File: src/sv/pct_pkg.sv
// ----------------------------------------------------------------------------
// Prescaled compare timer package
// Shared types, register offsets, command and error codes.
// ----------------------------------------------------------------------------
package pct_pkg;

    // Prescale accumulator and divider widths.
    localparam int ACC_BITS  = 11;
    localparam int DIV_BITS  = 10;
    localparam int CTL_BITS  = 2;
    localparam int STEP_BITS = $clog2(ACC_BITS + 1);

    // Commands.
    localparam logic [1:0] CMD_TICK   = 2'd0;
    localparam logic [1:0] CMD_READ   = 2'd1;
    localparam logic [1:0] CMD_WRITE  = 2'd2;
    localparam logic [1:0] CMD_UNUSED = 2'd3;

    // Error codes.
    localparam logic [1:0] ERR_OK       = 2'd0;
    localparam logic [1:0] ERR_LENGTH   = 2'd1;
    localparam logic [1:0] ERR_ALIGN    = 2'd2;
    localparam logic [1:0] ERR_RANGE    = 2'd3;

    localparam logic [3:0] ACCESS_BYTES = 4'd4;
    localparam logic [5:0] MAP_BYTES    = 6'd24;

    // Register word indexes (byte offset / 4).
    localparam logic [3:0] REG_CONTROL = 4'd0;
    localparam logic [3:0] REG_DIVIDER = 4'd1;
    localparam logic [3:0] REG_CNT_LO  = 4'd2;
    localparam logic [3:0] REG_CNT_HI  = 4'd3;
    localparam logic [3:0] REG_CMP_LO  = 4'd4;
    localparam logic [3:0] REG_CMP_HI  = 4'd5;

    // Control register bits.
    localparam int CTL_ENABLE = 0;
    localparam int CTL_SOURCE = 1;
    localparam logic [CTL_BITS-1:0] CTL_RESET = 2'b01;

    typedef struct packed {
        logic [1:0]  cmd;
        logic [5:0]  byte_addr;
        logic [3:0]  access_bytes;
        logic [31:0] write_data;
        logic [7:0]  instr_ticks;
        logic [7:0]  usec_ticks;
    } req_t;

    typedef struct packed {
        logic [31:0] read_data;
        logic [1:0]  error_code;
        logic        irq_level;
    } rsp_t;

    typedef struct packed {
        logic                done;
        logic [ACC_BITS-1:0] quotient;
        logic [ACC_BITS-1:0] remainder;
    } div_result_t;

endpackage

File: src/sv/pct_divider.sv
// ----------------------------------------------------------------------------
// Prescaler divider
// Restoring divider, one quotient bit per cycle, ACC_BITS quotient bits per divide.
// ----------------------------------------------------------------------------
module pct_divider (
    input  logic                         clk,
    input  logic                         rst_n,
    input  logic                         start,
    input  logic [pct_pkg::ACC_BITS-1:0] dividend,
    input  logic [pct_pkg::ACC_BITS-1:0] divisor,
    output pct_pkg::div_result_t         result
);

    localparam int W = pct_pkg::ACC_BITS;

    logic [W-1:0]                  quo_reg;
    logic [W-1:0]                  quo_next;
    logic [W-1:0]                  rem_reg;
    logic [W-1:0]                  rem_next;
    logic [W-1:0]                  divisor_reg;
    logic [pct_pkg::STEP_BITS-1:0] step_reg;
    logic [pct_pkg::STEP_BITS-1:0] step_next;
    logic                          busy_reg;
    logic                          busy_next;
    logic                          done_reg;
    logic                          done_next;
    logic [W-1:0]                  trial;
    logic                          fits;

    // The partial remainder stays below the divisor, so its top bit is free
    // to take the next dividend bit.
    assign trial = {rem_reg[W-2:0], quo_reg[W-1]};
    assign fits  = (trial >= divisor_reg);

    always_comb
    begin
        quo_next  = quo_reg;
        rem_next  = rem_reg;
        step_next = step_reg;
        busy_next = busy_reg;
        done_next = 1'b0;
        if (start)
        begin
            quo_next  = dividend;
            rem_next  = '0;
            step_next = pct_pkg::STEP_BITS'(W);
            busy_next = 1'b1;
        end
        else if (busy_reg)
        begin
            rem_next  = fits ? (trial - divisor_reg) : trial;
            quo_next  = {quo_reg[W-2:0], fits};
            step_next = step_reg - 1'b1;
            if (step_reg == pct_pkg::STEP_BITS'(1))
            begin
                busy_next = 1'b0;
                done_next = 1'b1;
            end
        end
    end

    always_ff @(posedge clk or negedge rst_n)
    begin
        if (!rst_n)
        begin
            step_reg <= '0;
            busy_reg <= 1'b0;
            done_reg <= 1'b0;
        end
        else
        begin
            step_reg <= step_next;
            busy_reg <= busy_next;
            done_reg <= done_next;
        end
    end

    always_ff @(posedge clk)
    begin
        quo_reg <= quo_next;
        rem_reg <= rem_next;
        if (start)
        begin
            divisor_reg <= divisor;
        end
    end

    assign result.done      = done_reg;
    assign result.quotient  = quo_reg;
    assign result.remainder = rem_reg;

endmodule

File: src/sv/prescaled_compare_timer.sv
// ----------------------------------------------------------------------------
// Prescaled compare timer
// Register-mapped timer with a divide-by-(divider+1) prescaler and a compare.
// ----------------------------------------------------------------------------
// Usage:
// Each transfer on the req channel is a tick, a register read or a register
// write; each one produces exactly one transfer on the rsp channel with the
// read word, an error code and the interrupt level after the item.
// Both channels use valid/ready. The block takes one item at a time: req_ready
// is high only while the sequencer is idle.
// Sequence: a read, a write, a failed access or a disabled tick passes through
// the execute step and then the final step, which loads the output register and
// raises rsp_valid. An enabled tick starts the bit-serial divider in the execute
// step; the divider splits the prescale accumulator plus the tick amount by
// divider+1. Then come the counter add, the 64-bit compare and the load of the
// output register.
// The response sits in an output register, so a new request may be accepted
// while rsp waits; if rsp stalls, the next item waits in its final step
// until the register frees up.
// Reset: control = enabled with the instruction clock; divider, counter,
// compare, accumulator, pending flag and interrupt line all clear.
// ----------------------------------------------------------------------------
module prescaled_compare_timer #(
    parameter int COUNTER_BITS = 64
) (
    input  logic           clk,
    input  logic           rst_n,
    input  logic           req_valid,
    output logic           req_ready,
    input  pct_pkg::req_t  req,
    output logic           rsp_valid,
    input  logic           rsp_ready,
    output pct_pkg::rsp_t  rsp
);

    localparam int ACC = pct_pkg::ACC_BITS;

    localparam logic [2:0] ST_IDLE = 3'd0;
    localparam logic [2:0] ST_EXEC = 3'd1;
    localparam logic [2:0] ST_DIV  = 3'd2;
    localparam logic [2:0] ST_CMP  = 3'd3;
    localparam logic [2:0] ST_DONE = 3'd4;

    logic [2:0]                      state_reg;
    logic [2:0]                      state_next;
    pct_pkg::req_t                   item_reg;

    logic [pct_pkg::CTL_BITS-1:0]    ctl_reg;
    logic [pct_pkg::CTL_BITS-1:0]    ctl_next;
    logic [pct_pkg::DIV_BITS-1:0]    divider_reg;
    logic [pct_pkg::DIV_BITS-1:0]    divider_next;
    logic [COUNTER_BITS-1:0]         counter_reg;
    logic [COUNTER_BITS-1:0]         counter_next;
    logic [63:0]                     compare_reg;
    logic [63:0]                     compare_next;
    logic [ACC-1:0]                  accum_reg;
    logic [ACC-1:0]                  accum_next;
    logic                            pending_reg;
    logic                            pending_next;
    logic                            irq_reg;
    logic                            irq_next;

    logic [31:0]                     rdata_reg;
    logic [31:0]                     rdata_next;
    logic [1:0]                      err_reg;
    logic [1:0]                      err_next;

    logic                            rsp_valid_reg;
    logic                            rsp_valid_next;
    pct_pkg::rsp_t                   rsp_reg;
    logic                            rsp_load;

    logic                            div_start;
    logic [ACC-1:0]                  div_dividend;
    logic [ACC-1:0]                  div_divisor;
    pct_pkg::div_result_t            div_res;

    logic [1:0]                      access_err;
    logic [3:0]                      word_idx;
    logic [63:0]                     counter_wide;
    logic [7:0]                      tick_amount;
    logic                            accept;

    assign accept       = req_valid && req_ready;
    assign req_ready    = (state_reg == ST_IDLE);
    assign word_idx     = item_reg.byte_addr[5:2];
    assign counter_wide = 64'(counter_reg);
    assign tick_amount  = ctl_reg[pct_pkg::CTL_SOURCE] ? item_reg.usec_ticks
                                                       : item_reg.instr_ticks;
    assign div_dividend = accum_reg + ACC'(tick_amount);
    assign div_divisor  = ACC'(divider_reg) + 1'b1;
    assign rsp_load     = (state_reg == ST_DONE) && (!rsp_valid_reg || rsp_ready);

    // Length is checked first, then alignment, then the map bounds.
    always_comb
    begin
        priority if (item_reg.access_bytes != pct_pkg::ACCESS_BYTES)
        begin
            access_err = pct_pkg::ERR_LENGTH;
        end
        else if (item_reg.byte_addr[1:0] != 2'b00)
        begin
            access_err = pct_pkg::ERR_ALIGN;
        end
        else if (item_reg.byte_addr >= pct_pkg::MAP_BYTES)
        begin
            access_err = pct_pkg::ERR_RANGE;
        end
        else
        begin
            access_err = pct_pkg::ERR_OK;
        end
    end

    pct_divider u_divider (
        .clk      (clk),
        .rst_n    (rst_n),
        .start    (div_start),
        .dividend (div_dividend),
        .divisor  (div_divisor),
        .result   (div_res)
    );

    always_comb
    begin
        state_next   = state_reg;
        ctl_next     = ctl_reg;
        divider_next = divider_reg;
        counter_next = counter_reg;
        compare_next = compare_reg;
        accum_next   = accum_reg;
        pending_next = pending_reg;
        irq_next     = irq_reg;
        rdata_next   = rdata_reg;
        err_next     = err_reg;
        div_start    = 1'b0;

        unique case (state_reg)
            ST_IDLE:
            begin
                if (accept)
                begin
                    state_next = ST_EXEC;
                end
            end
            ST_EXEC:
            begin
                rdata_next = '0;
                err_next   = pct_pkg::ERR_OK;
                state_next = ST_DONE;
                if (item_reg.cmd == pct_pkg::CMD_TICK)
                begin
                    if (ctl_reg[pct_pkg::CTL_ENABLE])
                    begin
                        div_start  = 1'b1;
                        state_next = ST_DIV;
                    end
                end
                else if (item_reg.cmd == pct_pkg::CMD_READ ||
                         item_reg.cmd == pct_pkg::CMD_WRITE)
                begin
                    err_next = access_err;
                    if (access_err == pct_pkg::ERR_OK)
                    begin
                        if (item_reg.cmd == pct_pkg::CMD_READ)
                        begin
                            unique case (word_idx)
                                pct_pkg::REG_CONTROL: rdata_next = 32'(ctl_reg);
                                pct_pkg::REG_DIVIDER: rdata_next = 32'(divider_reg);
                                pct_pkg::REG_CNT_LO:  rdata_next = counter_wide[31:0];
                                pct_pkg::REG_CNT_HI:  rdata_next = counter_wide[63:32];
                                pct_pkg::REG_CMP_LO:  rdata_next = compare_reg[31:0];
                                default:              rdata_next = compare_reg[63:32];
                            endcase
                        end
                        else
                        begin
                            unique case (word_idx)
                                pct_pkg::REG_CONTROL:
                                begin
                                    ctl_next = item_reg.write_data[pct_pkg::CTL_BITS-1:0];
                                end
                                pct_pkg::REG_DIVIDER:
                                begin
                                    divider_next =
                                        item_reg.write_data[pct_pkg::DIV_BITS-1:0];
                                    counter_next = '0;
                                end
                                pct_pkg::REG_CNT_LO, pct_pkg::REG_CNT_HI:
                                begin
                                    counter_next = '0;
                                end
                                pct_pkg::REG_CMP_LO:
                                begin
                                    compare_next[31:0] = item_reg.write_data;
                                    pending_next       = 1'b0;
                                    irq_next           = 1'b0;
                                end
                                default:
                                begin
                                    compare_next[63:32] = item_reg.write_data;
                                    pending_next        = 1'b0;
                                    irq_next            = 1'b0;
                                end
                            endcase
                        end
                    end
                end
            end
            ST_DIV:
            begin
                if (div_res.done)
                begin
                    counter_next = counter_reg + COUNTER_BITS'(div_res.quotient);
                    accum_next   = div_res.remainder;
                    state_next   = ST_CMP;
                end
            end
            ST_CMP:
            begin
                if (counter_wide == compare_reg || pending_reg)
                begin
                    pending_next = 1'b1;
                    irq_next     = 1'b1;
                end
                else
                begin
                    irq_next = 1'b0;
                end
                state_next = ST_DONE;
            end
            ST_DONE:
            begin
                if (rsp_load)
                begin
                    state_next = ST_IDLE;
                end
            end
            default:
            begin
                state_next = ST_IDLE;
            end
        endcase
    end

    always_comb
    begin
        rsp_valid_next = rsp_valid_reg;
        if (rsp_load)
        begin
            rsp_valid_next = 1'b1;
        end
        else if (rsp_ready)
        begin
            rsp_valid_next = 1'b0;
        end
    end

    always_ff @(posedge clk or negedge rst_n)
    begin
        if (!rst_n)
        begin
            state_reg     <= ST_IDLE;
            ctl_reg       <= pct_pkg::CTL_RESET;
            divider_reg   <= '0;
            counter_reg   <= '0;
            compare_reg   <= '0;
            accum_reg     <= '0;
            pending_reg   <= 1'b0;
            irq_reg       <= 1'b0;
            rsp_valid_reg <= 1'b0;
        end
        else
        begin
            state_reg     <= state_next;
            ctl_reg       <= ctl_next;
            divider_reg   <= divider_next;
            counter_reg   <= counter_next;
            compare_reg   <= compare_next;
            accum_reg     <= accum_next;
            pending_reg   <= pending_next;
            irq_reg       <= irq_next;
            rsp_valid_reg <= rsp_valid_next;
        end
    end

    always_ff @(posedge clk)
    begin
        if (accept)
        begin
            item_reg <= req;
        end
        rdata_reg <= rdata_next;
        err_reg   <= err_next;
        if (rsp_load)
        begin
            rsp_reg.read_data  <= rdata_reg;
            rsp_reg.error_code <= err_reg;
            rsp_reg.irq_level  <= irq_reg;
        end
    end

    assign rsp_valid = rsp_valid_reg;
    assign rsp       = rsp_reg;

    // The line is only raised together with the sticky flag and both clear
    // together, so they never disagree.
    assert property (@(posedge clk) disable iff (!rst_n) irq_reg == pending_reg)
        else $error("interrupt line and pending flag disagree");

    // The divider only reports completion while the sequencer waits on it.
    assert property (@(posedge clk) disable iff (!rst_n)
        div_res.done |-> state_reg == ST_DIV)
        else $error("divider finished outside the divide step");

    // A response only appears after the sequencer's final step.
    assert property (@(posedge clk) disable iff (!rst_n)
        $rose(rsp_valid_reg) |-> $past(state_reg == ST_DONE))
        else $error("response raised outside the final step");

    // No new request is taken while a tick is in its divide or compare step.
    assert property (@(posedge clk) disable iff (!rst_n)
        (state_reg == ST_DIV || state_reg == ST_CMP) |-> !req_ready)
        else $error("request accepted during a tick");

endmodule
File: config.mk
export PLATFORM = sky130hd
export DESIGN_NAME = prescaled_compare_timer
export DESIGN_NICKNAME = d
export VERILOG_FILES = /design/src/sv/pct_pkg.sv /design/src/sv/pct_divider.sv /design/src/sv/prescaled_compare_timer.sv
export SDC_FILE = /design/constraint.sdc
export NUM_CORES = 1
export LEC_CHECK = 0
export BUFFER_PORTS_ARGS = -buffer_cell sky130_fd_sc_hd__buf_4
export CORE_AREA = 4 4 167 169
export CTS_BUF_LIST = sky130_fd_sc_hd__clkbuf_8
export DETAILED_ROUTE_END_ITERATION = 7
export DIE_AREA = 0 0 171 173
export GPL_ROUTABILITY_DRIVEN = 0
export GPL_TIMING_DRIVEN = 0
export PLACE_DENSITY = 0.78
export SLEW_MARGIN = 20
export SYNTH_ARGS = -nofsm -noshare
export SYNTH_HDL_FRONTEND = slang
export SYNTH_SLANG_ARGS = --single-unit
File: constraint.sdc
create_clock -name clk -period 7.6 [get_ports clk]
set_clock_uncertainty 0.15 [all_clocks]
set_input_delay 0.76 -clock clk [delete_from_list [all_inputs] [get_ports clk]]
set_output_delay 0.76 -clock clk [all_outputs]
set_load 0.02 [all_outputs]
==> results.cfg, run 1 <==
[synthesis]
synth_top_cell_by_area = edfxtp_1
yosys_warnings = 0
yosys-top-cells-count = dfrtp_1 (162), edfxtp_1 (151), nand2_1 (116)
yosysTopAreaCellShare_pct = 28.84
synth_seq_cells = 325
synthesis.nets = 1437
synthCells = 1334
yosysMostFrequentCell = dfrtp_1
synth_cell_types = 70
ys_dominant_reg_cell = dfrtp_1
async_flop_share_pct = 50.15
netlist_area_um2 = 15720
synth-edff-count = 151
ys_seq_area_share_pct = 56.19
avgSynthCellArea_um2 = 11.79
synth.area.top_cells = edfxtp_1 (29%), dfrtp_1 (26%), mux2_2 (7.4%)

[setup_path]
r2r_cells = 11
worstReg2RegStart = ctl_reg[1]
end_kind = flop
crit_chain = clkbuf_1, mux2_2, ha_1, fa_1, a21o_1, a21oi_1, nor2b_1, o21a_1, o2111ai_1, xor2_1, o21ai_0
r2r_end = u_divider.quo_reg[10]
cp_max_fo = 10
worst_path_largest_cell_delay_ps = 600
path_class = flop to flop
cpMaxStageDelayCell = clkbuf_1
start_kind = flop
reg2reg_slack_ps = 3880
worst_ep_required_time_ps = 7740
arrival_ps = 3860

[cts]
cts_setup_buffers = 0
cts_root_buf = clkbuf_8
cts_tree = built
cts_resized = 0
path_clk_slew_ps = 70
cts_sinks = 325
clk_latency_ps = 570
clk_path_buf_depth = 3
cts.htree.levels = 2
cts_buffers = 52

[route]
drt_wl_total_mm = 40.46
wl_per_cell_um = 21.49
antenna_left = 0
via_count = 11670
drtPass1Iterations = 5
drc_errors = 0
via_per_inst = 6.195
drtIter0Drc = 1261

[layout]
fin_area_um2 = 18050
utilization_pct = 67.93
area_delta_synth_final_pct = 14.83
n_fill_cell = 1972
drive_gt1_share_pct = 20.10
diodes = 0
nets = 1603

[die]
die_w_um = 171
coreArea_um2 = 26580
die_y_um = 173
io_pins = 101
initial_core_util_pct = 59.16
row_count = 60
die-area_um2 = 29580

[timing]
max_slew_margin_pct = 34.48
setup_viol = 0
worstMarginPinSlew_ps = 982.8
min_period_ps = 3720
drv_slew = 0
timing.final.crit_share_pct = 48.95
clock.fmax_mhz = 268.8
hold_viol = 0
grt_setup_unrepaired = false
worst_slack_ps = 3880

[pwr]
max-vdd-ir-drop_mv = 0.1378
p_leak_uw = 0.007571
power_density_nw_per_um2 = 214.1
total_power_uw = 3866

[place]
dp_slack_ps = 3940
detailed_place_hpwl_mm = 29.98
dpl_cell_area_um2 = 17080
io_buffers = 100

[global_routing]
grt_pass1_wl_mm = 63.65
gr-usage-met2_pct = 39.74
antenna_found_initial = 3
use_met3_pct = 6.241
use_met1_pct = 41.15
grt-ovfl-total = 0
grtUsageTotal_pct = 27.37
grt-busiest-layer = met1
grt_max_degree = 98
first_global_vias = 11380

[outcome]
status = finished clean

[hold_path]
holdPathEnd = item_reg[5]
min_path_type = input pin to flop
hold_start = req[5]
worstHoldPathCells = 1

[run]
max_cap_viol_count = 0
## cell families after synthesis
| group | synth area share, % |
|---|---|
| compound gates | 10.10 |
| xor+xnor | 7.966 |
| mux | 8.531 |
| fa+ha+maj | 3.247 |
| flops | 56.19 |
| simple gates | 11.45 |
| buf+inv | 2.515 |
## critical path: cells and delay by family (launching register included)
family	cells	cell delay (ps)
adders and majority gates	2	610
xor gates and xnor gates	1	200
and+or+nand+nor	1	80
muxes	1	430
buffers and inverters	1	600
DFF	1	330
AOI/OAI and AO/OA	5	1060
## stage by stage
stage / hold WS [ps] / setup TNS [ps] / std cells
after floorplan: 250.3 / 0 / 1334
after global placement: 251.2 / -25400 / 1775
after detailed placement: 254.5 / 0 / 1786
after CTS: 184.3 / 0 / 1883
after global routing: 183.9 / 0 / 1883
final: 207.0 / 0 / 1883
## cell usage in the layout (no fill, tap or decap), drive strengths merged, types with 40 or more instances in the layout
cell,netlist,routed
buf,8,119
clkbuf,55,111
inv,38,52
a21oi,40,40
o21ai,90,90
mux2,104,104
xnor2,106,106
nand2,116,116
nor2,82,82
dfrtp,162,162
edfxtp,151,151
## worst max path at each step
stage	end	startpoint	slack [ps]	cells past startpoint
global route	counter_reg[34]	counter_reg[0]	3650	12
CTS	u_divider.quo_reg[10]	ctl_reg[1]	3910	11
global placement	item_reg[35]	req_valid	-430	3
floorplan	item_reg[0]	req_valid	2000	2
finish	u_divider.quo_reg[10]	ctl_reg[1]	3880	11
detailed placement	u_divider.quo_reg[10]	ctl_reg[1]	3940	11
## area by class of cell
type	instances	area [µm²]	share of cell area, %
clock buffers	56	770.7	4.269
multi-input cells	907	6519	36.11
plain buffers	63	249.0	1.379
well taps	341	426.7	2.363
inverters	39	146.4	0.8109
flip-flops and latches	325	8835	48.94
repair buffers	112	912.1	5.052
clock inverters	40	195.2	1.081
## where the power goes
part           total, µW  switching [µW]  internal (µW)
sequential          2060            55.2           2000
combinational        419             268            151
clock               1390             678            715
total               3870            1000           2870
## layer usage
metal  up-vias  share of wire (%)
li1       5201                  -
met1      5694                 42
met2       657                 44
met3       110                 11
met4         4                3.2
met5         -              0.067
## what timing repair did
action	in CTS	in global routing
setup endpoints to repair	0	0
hold buffers	1	0
hold endpoints to repair	8	0
Power figures use the tool's default switching activity.
==> run 2: changes to the inputs <==
--- a/config.mk
+++ b/config.mk
@@ -5,11 +5,12 @@
 export SDC_FILE = /design/constraint.sdc
 export NUM_CORES = 1
 export LEC_CHECK = 0
+export ABC_AREA = 1
 export BUFFER_PORTS_ARGS = -buffer_cell sky130_fd_sc_hd__buf_4
-export CORE_AREA = 4 4 167 169
+export CORE_AREA = 4 4 181 183
 export CTS_BUF_LIST = sky130_fd_sc_hd__clkbuf_8
 export DETAILED_ROUTE_END_ITERATION = 7
-export DIE_AREA = 0 0 171 173
+export DIE_AREA = 0 0 185 187
 export GPL_ROUTABILITY_DRIVEN = 0
 export GPL_TIMING_DRIVEN = 0
 export PLACE_DENSITY = 0.78
==> constraint.sdc (replaced) <==
create_clock -name clk -period 3.2 [get_ports clk]
set_clock_uncertainty 0.15 [all_clocks]
set_input_delay 0.32 -clock clk [delete_from_list [all_inputs] [get_ports clk]]
set_output_delay 0.32 -clock clk [all_outputs]
set_load 0.02 [all_outputs]
==> run 2 against run 1 <==
Against the previous run: the run now ends with design-rule violations left; global-route usage up 5.1 points; area after synthesis up 13%; flip-flop and latch count unchanged; sequential power up 150%; cell area up 15%.
==> results.cfg, run 2 <==
[cts]
cts_root_buf = clkbuf_8
cts_sinks = 325
clk_latency_ps = 620
cts_buffers = 52
path_clk_slew_ps = 60
cts_tree = built
cts.htree.levels = 2
clk_path_buf_depth = 3

[global_routing]
grt_pass1_wl_mm = 88.64
grt-ovfl-total = 0
antenna_found_initial = 0
grt_max_degree = 97
grtUsageTotal_pct = 32.46
first_global_vias = 16520

[pwr]
p_leak_uw = 0.009870
max-vdd-ir-drop_mv = 0.6217
total_power_uw = 10020
power_density_nw_per_um2 = 482.0

[layout]
multi_input_area_um2 = 7521
utilization_pct = 66.59
area_delta_synth_final_pct = 16.79
drive_gt1_share_pct = 9.726
n_fill_cell = 2526
seqCellArea_um2 = 8835
instances_no_fill = 2921
final_cell_mix = nand2_1 (704), inv_1 (303), nor2_1 (200), dfrtp_1 (162), edfxtp_1 (151)
fin_area_um2 = 20800
diodes = 0
final_common_cell = nand2_1
nets = 2579

[setup_path]
worst_ep_required_time_ps = 3590
cp_max_fo = 18
end_kind = flop
arrival_ps = 3410
start_kind = flop
reg2reg_slack_ps = 180
path_class = flop to flop

[synthesis]
async_flop_share_pct = 50.15
synthesis.nets = 2356
synthCells = 2253
synth-edff-count = 151
synth_top_cell_by_area = edfxtp_1
ys_seq_area_share_pct = 49.61
avgSynthCellArea_um2 = 7.904
yosysTopAreaCellShare_pct = 25.46
synth_cell_types = 48
synth.area.top_cells = edfxtp_1 (25%), dfrtp_1 (23%), nand2_1 (15%)
ys_dominant_reg_cell = dfrtp_1
netlist_area_um2 = 17810
yosysMostFrequentCell = nand2_1
yosys-top-cells-count = nand2_1 (704), inv_1 (275), nor2_1 (201)
synth_seq_cells = 325
yosys_warnings = 0

[route]
drtIter0Drc = 2268
drtPass1Iterations = 8
drt_wl_total_mm = 56.77
via_per_inst = 5.809
antenna_left = 0
via_count = 16970
wl_per_cell_um = 19.44
drc_errors = 1

[die]
initial_core_util_pct = 57.02
coreArea_um2 = 31230
die_y_um = 187
die_w_um = 185
row_count = 65
io_pins = 101
die-area_um2 = 34600

[timing]
hold_viol = 0
timing.final.crit_share_pct = 94.35
grt_setup_unrepaired = false
setup_viol = 0
min_period_ps = 3019
clock.fmax_mhz = 331.2
max_slew_margin_pct = 26.30
drv_slew = 0
worst_hold_slack_ps = 105.9
worstMarginPinSlew_ps = 1105

[place]
dpl_cell_area_um2 = 19180
io_buffers = 100
detailed_place_hpwl_mm = 40.34
place_inst = 2760

[outcome]
violations = design-rule violations
status = complete, but fails checks

[hold_path]
min_path_type = input pin to asynchronous set/reset pin

[run]
max_cap_viol_count = 0
==> run 2: cell count changes in the layout (fill, tap and decap cells not counted), sizes merged, moves of 76 or more <==
cell	before	now
nand2	116	709
inv	52	312
nor2	82	211
nand3	27	145
mux2	104	1
xnor2	106	13
o21ai	90	166
==> run 2: worst paths after layout <==
kind	end	depth (start not counted)	from
setup / recovery	counter_reg[21]	8	state_reg[2]
hold / removal	u_divider.step_reg[2]	2	rst_n
setup reg to reg	counter_reg[21]	8	state_reg[2]
hold reg to reg	rsp[29]	0	rdata_reg[26]
max in group asynchronous	ctl_reg[0]	3	rst_n
min in group clk	rsp[29]	0	rdata_reg[26]
==> run 2: power by group <==
part	internal (µW)	switching [µW]
Clock	1720	1710
Sequential	4890	171
Combinational	493	1040
==> run 2: logic make-up (layout without fill, tap and decap cells) <==
logic type | Yosys count | after routing | synth area share [%]
AND/OR/NAND/NOR | 1170 | 1171 | 27.61
buffers and inverters | 378 | 643 | 8.319
flip-flops | 325 | 325 | 49.61
AO/OA/AOI/OAI | 282 | 282 | 8.671
XOR/XNOR | 58 | 58 | 2.853
adder cells (fa/ha/maj) | 39 | 39 | 2.867
multiplexers | 1 | 1 | 0.06323
==> run 2: cell type report <==
cell class | count | area share [%]
sequential | 325 | 42.48
multi-input combinational | 1551 | 36.16
timing repair buffer | 168 | 7.123
inverter | 287 | 5.180
clock buffer | 57 | 3.772
tap | 402 | 2.418
buffer | 91 | 1.943
clock inverter | 40 | 0.9205
==> run 2: layer usage <==
metal	GRT usage (%)	vias up	share of wire [%]
met4	12.48	0	4.2
met2	49.00	1090	44
met3	10.37	198	13
met5	0	-	0
met1	44.01	7899	38
li1	-	7781	-
==> run 2: what timing repair did <==
action,4_1_cts,5_1_grt
resized for setup,0,0
setup endpoints to repair,14,0
hold buffers,63,0
buffers inserted,0,0
endpoints found under the hold margin,130,0
==> run 2: critical path, stage by stage, from the launching register on <==
cell and delay, ps:
dfrtp_1 380, inv_1 130, nand2_2 200, nor2_4 610
o21ai_1 330, nand3_1 330, clkbuf_1 590, nand2_1 120
nor2_1 120
==> run 2: per-stage QoR <==
stage | setup slack (ps) | setup TNS, ps
3_3_place_gp | -744.2 | -25770
5_1_grt | 17.10 | 0
3_5_place_dp | -58.17 | -319.6
2_1_floorplan | 370.1 | 0
4_1_cts | 301.0 | 0
6_report | 180.8 | 0
==> run 3: changes to the inputs <==
--- a/config.mk
+++ b/config.mk
@@ -6,14 +6,16 @@
 export NUM_CORES = 1
 export LEC_CHECK = 0
 export ABC_AREA = 1
-export BUFFER_PORTS_ARGS = -buffer_cell sky130_fd_sc_hd__buf_4
-export CORE_AREA = 4 4 181 183
+export CORE_AREA = 4 4 178 180
 export CTS_BUF_LIST = sky130_fd_sc_hd__clkbuf_8
+export CTS_CLUSTER_DIAMETER = 150
 export DETAILED_ROUTE_END_ITERATION = 7
-export DIE_AREA = 0 0 185 187
+export DIE_AREA = 0 0 182 184
+export DONT_BUFFER_PORTS = 1
 export GPL_ROUTABILITY_DRIVEN = 0
 export GPL_TIMING_DRIVEN = 0
 export PLACE_DENSITY = 0.78
+export SETUP_SLACK_MARGIN = 0.2
 export SLEW_MARGIN = 20
 export SYNTH_ARGS = -nofsm -noshare
 export SYNTH_HDL_FRONTEND = slang
==> run 3 against run 2 <==
Against the previous run: critical path depth grew 2; clock power is 7.3% higher; sequential share of layout area rose by 1.5 points; die area is 3.2% lower; fmax up 7.5%; power grew 0.14%; highest routed layer is now met5; via count fell by 1.6%; worst hold slack lost 850 ps; the flow finishes with violations (negative hold slack); largest power group unchanged; global-route usage increased by 0.70 points.
==> results.cfg, run 3 (synthesis gave the netlist of run 2 again) <==
[outcome]
status = complete, but fails checks
violations = negative hold slack

[timing]
setup_viol = 0
worst_hold_slack_ps = -747.5
timing.final.crit_share_pct = 87.73
max_slew_margin_pct = 44.53
worst_slack_ps = 392.6
hold_viol = 163
worstMarginPinSlew_ps = 832.1
drv_slew = 0
grt_setup_unrepaired = false
clock.fmax_mhz = 356.2
min_period_ps = 2807

[route]
drc_errors = 0
wl_per_cell_um = 19.85
drtIter0Drc = 2305
drt_wl_total_mm = 55.88
drtPass1Iterations = 7
via_per_inst = 5.931
via_count = 16700
antenna_left = 0

[layout]
drive_gt1_share_pct = 6.449
area_delta_synth_final_pct = 12.94
final_cell_mix = nand2_1 (704), inv_1 (295), nor2_1 (200), dfrtp_1 (162), edfxtp_1 (151)
nets = 2479
final_common_cell = nand2_1
diodes = 0
utilization_pct = 66.62

[setup_path]
end_kind = flop
cp_max_fo = 10
start_kind = flop
path_class = flop to flop
worstReg2RegStart = ctl_reg[1]
crit_start = ctl_reg[1]
r2r_cells = 10
worst_ep_required_time_ps = 3410
reg2reg_slack_ps = 390
critPathCapture = u_divider.quo_reg[7]
arrival_ps = 3020
r2r_end = u_divider.quo_reg[7]

[die]
initial_core_util_pct = 58.99
row_count = 64
die_w_um = 182
io_pins = 101
die-area_um2 = 33490
die_y_um = 184
coreArea_um2 = 30190

[cts]
path_clk_slew_ps = 70
cts_root_buf = clkbuf_8
cts_tree = built
clk_latency_ps = 620
cts.htree.levels = 2
cts_buffers = 52
cts.hold.buffers_added = 62
clk_path_buf_depth = 3
cts_sinks = 325

[place]
dp_slack_ps = -63.58
io_buffers = 0
detailed_place_hpwl_mm = 39.19

[global_routing]
antenna_found_initial = 1
grt-ovfl-total = 0
grt_pass1_wl_mm = 87.11
grtUsageTotal_pct = 33.16
grt_max_degree = 164
first_global_vias = 15980

[pwr]
power_density_nw_per_um2 = 499.2
swShare_pct = 28.68
p_seq_share_pct = 52.0
clockPowerShare_pct = 36.6
max-vdd-ir-drop_mv = 0.5822
p_sw_uw = 2879
p_int_uw = 7159
combPwrFrac_pct = 11.4
p_leak_uw = 0.009418

[hold_path]
min_path_type = input pin to asynchronous set/reset pin

[run]
max_cap_viol_count = 0
[run 3: critical path: stages (launching register included)]
cell and delay [ps]:
dfrtp_1 360, clkbuf_1 470, nand2_1 130, nand2_1 180, ha_1 310, nand2_1 110
nand3_1 130, a21oi_1 250, o21ai_0 140, xnor2_1 200, o21ai_0 100
[run 3: how the worst min path moves through the flow]
stage	from	slack, ps	endpoint	cells after the start
after global placement	rst_n	-110	u_divider.step_reg[1]	0
after detailed placement	rst_n	-110	u_divider.step_reg[3]	0
after floorplan	rst_n	-130	accum_reg[0]	0
final	rst_n	-750	u_divider.step_reg[3]	0
after CTS	rst_n	-770	u_divider.step_reg[3]	0
after global routing	rst_n	-770	u_divider.step_reg[3]	0
[run 3: repair_timing]
action,CTS,global route
gates resized for setup,0,3
setup endpoints to repair,127,73
pin swaps,1,1
buffers inserted,0,2
gates cloned,1,0
hold endpoints to repair,240,163
[run 3: cell type report]
cell class / instances / area [µm²]
fill: 2332 / 10080
sequential: 325 / 8835
multi-input combinational: 1551 / 7521
inverter: 287 / 1077
clock buffer: 58 / 798.3
timing repair buffer: 68 / 713.2
tap: 396 / 495.5
buffer: 91 / 405.4
clock inverter: 39 / 265.3
[run 3: power groups by stage]
stage	combinational [µW]	sequential (µW)	clock (µW)
after CTS	1080	5210	3660
after floorplan	645	5220	0
after global routing	1240	5250	3910
final	1140	5220	3680
after detailed placement	993	5280	0
after global placement	881	5290	0
[run 3: per-layer routing]
layer,share of wire (%),track usage [%]
met4,5.0,15.10
met2,43,50.15
met3,14,8.429
met5,0.023,0
met1,38,45.53
[run 3: metrics by stage]
| stage | hold slack, ps | area, µm² | TNS, ps | total power [µW] | cells |
|---|---|---|---|---|---|
| floorplan | -125.6 | 17820 | 0 | 5865 | 2253 |
| global placement | -113.7 | 18310 | -25210 | 6175 | 2649 |
| detailed placement | -114.2 | 18400 | -385.6 | 6274 | 2653 |
| CTS | -768.3 | 20090 | 0 | 9943 | 2813 |
| global route | -769.9 | 20110 | 0 | 10390 | 2815 |
| finish | -747.5 | 20110 | 0 | 10040 | 2815 |
